<file path="config.mk">
export PLATFORM = sky130hd
export DESIGN_NAME = lik_isqrt
export DESIGN_NICKNAME = d
export VERILOG_FILES = /design/src/sv/lik_isqrt.sv
export SDC_FILE = /design/constraint.sdc
export NUM_CORES = 1
export LEC_CHECK = 0
export BUFFER_PORTS_ARGS = -buffer_cell sky130_fd_sc_hd__buf_2
export CAP_MARGIN = 10
export CORE_ASPECT_RATIO = 1.5
export CORE_MARGIN = 3
export CORE_UTILIZATION = 52
export DETAILED_ROUTE_END_ITERATION = 10
export PLACE_DENSITY = 0.69
export SLEW_MARGIN = 30
export SYNTH_ARGS = -nofsm -noshare
export SYNTH_HDL_FRONTEND = slang
export SYNTH_SLANG_ARGS = --single-unit
</file>
<file path="constraint.sdc">
create_clock -name clk -period 3.25 [get_ports clk]
set_input_delay 0.65 -clock clk [delete_from_list [all_inputs] [get_ports clk]]
set_output_delay 0.65 -clock clk [all_outputs]
set_load 0.05 [all_outputs]
</file>
<file path="src/sv/lik_isqrt.sv">
module lik_isqrt #(
    parameter int W      = 32,
    parameter int LANES  = 1,
    parameter int SIDE_W = 1
) (
    input  logic                        clk,
    input  logic                        rst_n,
    input  logic                        en,
    input  logic                        in_valid,
    input  logic [LANES-1:0][W-1:0]     rad,
    input  logic [SIDE_W-1:0]           in_side,
    output logic                        out_valid,
    output logic [LANES-1:0][W/2-1:0]   root,
    output logic [SIDE_W-1:0]           out_side
);

    localparam int N = W / 2;

    logic [LANES-1:0][W-1:0] rem_reg [N];
    logic [LANES-1:0][W-1:0] rt_reg  [N];
    logic [SIDE_W-1:0]       side_reg [N];
    logic                    vld_reg [N];

    logic [LANES-1:0][W-1:0] rem_src  [N];
    logic [LANES-1:0][W-1:0] rt_src   [N];
    logic [LANES-1:0][W-1:0] rem_next [N];
    logic [LANES-1:0][W-1:0] rt_next  [N];

    // one result bit per stage, bit weight falls by 4 each stage
    always_comb
    begin
        logic [W:0]   trial;
        logic [W-1:0] bitv;
        rem_src[0] = rad;
        rt_src[0]  = '0;
        for (int k = 1; k < N; k++)
        begin
            rem_src[k] = rem_reg[k-1];
            rt_src[k]  = rt_reg[k-1];
        end
        for (int k = 0; k < N; k++)
        begin
            bitv = W'(1) << (2 * (N - 1 - k));
            for (int l = 0; l < LANES; l++)
            begin
                trial = {1'b0, rt_src[k][l]} + {1'b0, bitv};
                if ({1'b0, rem_src[k][l]} >= trial)
                begin
                    rem_next[k][l] = rem_src[k][l] - trial[W-1:0];
                    rt_next[k][l]  = (rt_src[k][l] >> 1) + bitv;
                end
                else
                begin
                    rem_next[k][l] = rem_src[k][l];
                    rt_next[k][l]  = rt_src[k][l] >> 1;
                end
            end
        end
    end

    always_ff @(posedge clk or negedge rst_n)
    begin
        if (!rst_n)
        begin
            for (int k = 0; k < N; k++)
            begin
                vld_reg[k] <= 1'b0;
            end
        end
        else if (en)
        begin
            vld_reg[0] <= in_valid;
            for (int k = 1; k < N; k++)
            begin
                vld_reg[k] <= vld_reg[k-1];
            end
        end
    end

    always_ff @(posedge clk)
    begin
        if (en)
        begin
            side_reg[0] <= in_side;
            for (int k = 1; k < N; k++)
            begin
                side_reg[k] <= side_reg[k-1];
            end
            for (int k = 0; k < N; k++)
            begin
                rem_reg[k] <= rem_next[k];
                rt_reg[k]  <= rt_next[k];
            end
        end
    end

    always_comb
    begin
        for (int l = 0; l < LANES; l++)
        begin
            root[l] = rt_reg[N-1][l][N-1:0];
        end
    end

    assign out_valid = vld_reg[N-1];
    assign out_side  = side_reg[N-1];

endmodule

</file>
==> Yosys cells after proc, flatten, opt, wreduce, memory -nomap -nowiden <==
Memory sizes are Yosys's and may differ from the RTL's.
Cells that the tools add are included.
{ "op_classes": {"addsub": 46, "n_mul": 0, "n_div": 0, "order_cmp": 16, "eq_ne": 0, "shifts": 0, "muxes": 34, "bitwise": 0, "reduce_logical": 0} }
{ "ops": {"columns": ["cell", "count"], "rows": [
  ["two-way mux 32 bit", 31],
  [">= comparator 32 x 33 -> 1 bit", 15],
  ["subtractor 32 bit", 15],
  ["adder 32 x 1 -> 33 bit (second input constant)", 1],
  ["adder 32 x 11 -> 33 bit (second input constant)", 1],
  ["adder 32 x 13 -> 33 bit (second input constant)", 1],
  ["adder 32 x 15 -> 33 bit (second input constant)", 1],
  ["adder 32 x 17 -> 33 bit (second input constant)", 1],
  ["adder 32 x 19 -> 33 bit (second input constant)", 1],
  ["adder 32 x 21 -> 33 bit (second input constant)", 1],
  ["adder 32 x 23 -> 33 bit (second input constant)", 1],
  ["adder 32 x 25 -> 33 bit (second input constant)", 1],
  ["adder 32 x 27 -> 33 bit (second input constant)", 1],
  ["adder 32 x 29 -> 33 bit (second input constant)", 1],
  ["adder 32 x 3 -> 33 bit (second input constant)", 1],
  ["adder 32 x 5 -> 33 bit (second input constant)", 1],
  ["adder 32 x 7 -> 33 bit (second input constant)", 1],
  ["adder 32 x 9 -> 33 bit (second input constant)", 1],
  ["adder 31 x 1 -> 32 bit (second input constant)", 1],
  ["adder 31 x 11 -> 32 bit (second input constant)", 1],
  ["adder 31 x 13 -> 32 bit (second input constant)", 1],
  ["adder 31 x 15 -> 32 bit (second input constant)", 1],
  ["adder 31 x 17 -> 32 bit (second input constant)", 1],
  ["adder 31 x 19 -> 32 bit (second input constant)", 1],
  ["13 further kinds", 14]
]} }
{ "word_totals": {"regBits": 16, "latch_bits": 0, "mem_bits_rw": 1040, "rom_bits": 0, "in_bits": 37, "out_inout_bits": 18, "wordCells": 115, "mem_count": 3} }
{ "mem_list": {"columns": ["name", "words", "width", "read_ports", "rd_clocked_by_memory_dff", "write_ports", "line_no", "source"], "rows": [
  ["rem_reg", 16, 32, 15, 0, 16, "19", "logic [LANES-1:0][W-1:0] rem_reg [N];"],
  ["rt_reg", 16, 32, 16, 0, 16, "20", "logic [LANES-1:0][W-1:0] rt_reg [N];"],
  ["side_reg", 16, 1, 16, 0, 16, "21", "logic [SIDE_W-1:0] side_reg [N];"]
]} }

==> Logic depth before layout (Yosys ltp) <==
An unclocked memory read counts as a cell.
{ "logic_depth": {"depth_word": 4, "mapped_depth": 12, "depth_no_buf": 10} }

==> Worst setup path before layout <==
OpenSTA, ideal clock, no wires.
{ "synth_path": {"kind": "register to register", "from": "memory rem_reg[1][120] (netlist name)", "to": "memory rem_reg[1][142] (netlist name), data pin", "setup_ns": 0.260, "t_arrival_ns": 2.619, "required_time_ns": 2.990, "setup_slack_ns": 0.371, "path_stages_with_launch": 8, "path_buffers": 1, "period_less_slack_ns": 2.879, "cell_sequence": "edfxtp_1 or4_1 or4_1 or4_1 a21oi_2 o41ai_2 buf_6 mux2_4"} }
{ "synth_rtl": {"columns": ["item", "line_no"], "rows": [
  ["start: declaration", "19"]
]} }

==> metrics.cfg <==
[logic_synthesis]
async_flop_share_pct = 2.47
synth_cell_types = 68
synth_enable_flop_cells = 632
syn_inst = 2261
synth_seq_cells = 648
ys_seq_area_share_pct = 64.5
synthesis.nets = 2448
netlist_area_mm2 = 0.0301
yosys_warnings = 0
yosys_most_used_dff = edfxtp_1
syn_avg_cell_area_um2 = 13.3

[clock_network]
cts_tree = done
clockBufferDepth = 3
post_cts_buffers = 0
clk_latency_ns = 0.64
htreeDepth = 2
cts-root-buf = clkbuf_16
cts_sinks = 648
clkSlewWorstSetupHoldPaths_ns = 0.06
cts_buffers = 60

[power]
leakage_nw = 12.9
powerDensity_mw_per_mm2 = 660
peakVddDrop_uv = 556

[placement]
dp_hpwl_um = 46800
port-buffer-count = 54
gp_congestion = 0.950
pre_cts_ws_ns = 0.0450

[critical_path]
cp-start-kind = flip-flop
cp_max_fo = 4
r2r_cells = 10
worstPathRequired_ns = 3.59
endpoint_kind = flip-flop
r2r_end = rem_reg[1][188]$_DFFE_PP_
arrival_ns = 3.52
rrSetupSlack_ns = 0.08
worstSetupPathType = reg -> reg
r2r-start = rt_reg[1][134]$_DFFE_PP_

[timing]
fmax_ghz = 0.315
grt_setup_unrepaired = false
finalMaxSlewViolations = 0
fin_crit_ns = 3.17
setup_tns_ns = 0
slew-limit-headroom_pct = 35.7
fin_ws_ns = 0.0756
period_share_pct = 97.7
final_hold_viol_count = 0
fin_worst_skew_ns = 0.0340
worstMarginPinSlew_ns = 0.956
finalSetupViolations = 0

[die]
die_height_um = 300
die_area_mm2 = 0.0608
io_pins = 55
core_area_mm2 = 0.0570
rows = 107
die_x_um = 202
initial_core_util_pct = 52.7

[cells_and_area]
n_antenna_cell = 0
fillCellCount = 4451
largest_reg_flops = 480
area_growth_syn_to_layout_pct = 12.7
nNetsFinal = 2593
drive_above_1_share_pct = 11.6

[detailed_routing]
drc = 0
post_drt_wl_per_cell_um = 19.4
dr.pass1.iters = 5
ant_nets = 0
routed_wl_um = 62600
drtIter0Drc = 851
vias_per_cell = 5.71
vias = 18400

[min_path]
min_path_type = in -> reg
hold_depth = 1
hp-start = in_side
min_delay_worst_endpoint = side_reg[0][0]$_DFFE_PP_

[global_route]
grt_pass1_wl_um = 96800
grt_overflow_total = 0
grt_pass1_vias = 19700
grt_use_total_pct = 20.3
antenna_found_initial = 0
grt_max_degree = 112

[status]
status = complete, no violations

[job]
maxCapViolCount = 0

## layer usage
metal | vias to the layer above | wire [um] | track usage (%)
met1 | 8890 | 17900 | 15.0
met2 | 442 | 37300 | 43.7
met3 | 245 | 1730 | 2.54
met4 | 0 | 5600 | 15.8
met5 | - | 0 | 0
li1 | 8803 | - | -
## worst max-delay path, cell delays in order, from the launching register on
cell and delay [ns]:
edfxtp_1 0.36, inv_1 0.06, ha_1 0.38, nor2b_1 0.21, o31a_1 0.27, o31ai_1 0.34
buf_4 0.20, a2111oi_0 0.15, or4b_1 0.57, nor3_1 0.22, xor2_1 0.11
## report_power, final
group          switching [mW]  leakage [nW]  total, mW  internal [mW]
Clock                    3.13          1.01       7.41           4.28
Sequential              0.704          6.25       11.2           10.5
Combinational            2.12          5.65       3.76           1.64
## timing repair
action	CTS	global route
hold endpoints to repair	16	0
resized for setup	0	2
hold buffers	1	0
setup endpoints to repair	0	4
## cell usage in the layout (no fill, tap or decap), drive strengths merged, types with 10 or more instances in the layout
cell type	n
a211oi	16
a21o	41
a21oi	133
a31oi	11
and3	10
buf	118
bufinv	11
clkbuf	65
clkinv	28
dfrtp	16
edfxtp	632
ha	150
inv	178
mux2	41
nand2	99
nand2b	23
nand3	23
nand3b	14
nand4	39
nand4b	10
nor2	147
nor2b	22
nor3	63
nor4	84
nor4b	10
nor4bb	10
o21a	40
o21ai	82
o31ai	15
or2	11
or3	24
or4	12
xnor2	97
xor2	91
## logic make-up after synthesis
kind of cell / after synthesis / synth area share [%]
flip-flops: 648 / 64.5
AND/OR/NAND/NOR: 619 / 11.0
AO/OA/AOI/OAI: 398 / 8.36
buffers and inverters: 213 / 2.70
XOR/XNOR: 188 / 5.48
adder cells (fa/ha/maj): 150 / 6.24
multiplexers: 45 / 1.71
## cell type report
| cell class | instances | area (um2) | share of cell area (%) |
|---|---|---|---|
| tap | 763 | 955 | 2.82 |
| sequential | 648 | 19400 | 57.2 |
| multi-input combinational | 1400 | 9900 | 29.2 |
| timing repair buffer | 119 | 883 | 2.61 |
| inverter | 177 | 664 | 1.96 |
| clock inverter | 47 | 576 | 1.70 |
| clock buffer | 65 | 1520 | 4.49 |
## how the worst max path moves through the flow
stage                     slack (ns)                         to  cells after the start                       from
after global placement          0.14  rem_reg[1][188]$_DFFE_PP_                     10   rt_reg[1][134]$_DFFE_PP_
after floorplan                 0.37  rem_reg[1][142]$_DFFE_PP_                      7  rem_reg[1][120]$_DFFE_PP_
after CTS                      0.009  rem_reg[1][188]$_DFFE_PP_                      8  rem_reg[1][135]$_DFFE_PP_
after detailed placement        0.04  rem_reg[1][188]$_DFFE_PP_                      8  rem_reg[1][135]$_DFFE_PP_
after global routing           0.005  rem_reg[1][188]$_DFFE_PP_                      8  rem_reg[1][135]$_DFFE_PP_
final                           0.08  rem_reg[1][188]$_DFFE_PP_                     10   rt_reg[1][134]$_DFFE_PP_
## per-stage QoR
step                instance area [um2]  power [mW]  hold WS [ns]  instances  utilization (%)
CTS                               33900        22.5         0.165       3219             59.4
global placement                  31800        14.9         0.400       3106             55.7
global route                      33900        23.3         0.168       3219             59.4
finish                            33900        22.4         0.204       3219             59.4
floorplan                         30100        13.7         0.354       2261                -
detailed placement                31800        15.1         0.405       3106             55.7
## Yosys cell counts, types with 15 or more instances
master      n  area [um2]
edfxtp_1  632       19000
nor4_1     83         519
nor3_1     63         315
nand3_1    23         115
clkbuf_1   26        97.6
inv_1     176         661
nor2_1    147         552
o21a_1     40         300
a211oi_1   16         120
a21o_1     41         308
nand4_1    39         244
or3_1      24         150
nor2b_1    22         138
mux2_2     38         428
o31ai_1    15         113
a21oi_1   131         656
ha_1      150        1880
nand2b_1   23         144
nand2_1    99         372
xor2_1     91         797
o21ai_0    81         405
xnor2_1    97         850
dfrtp_1    16         400
(Power assumes the default switching activity.)
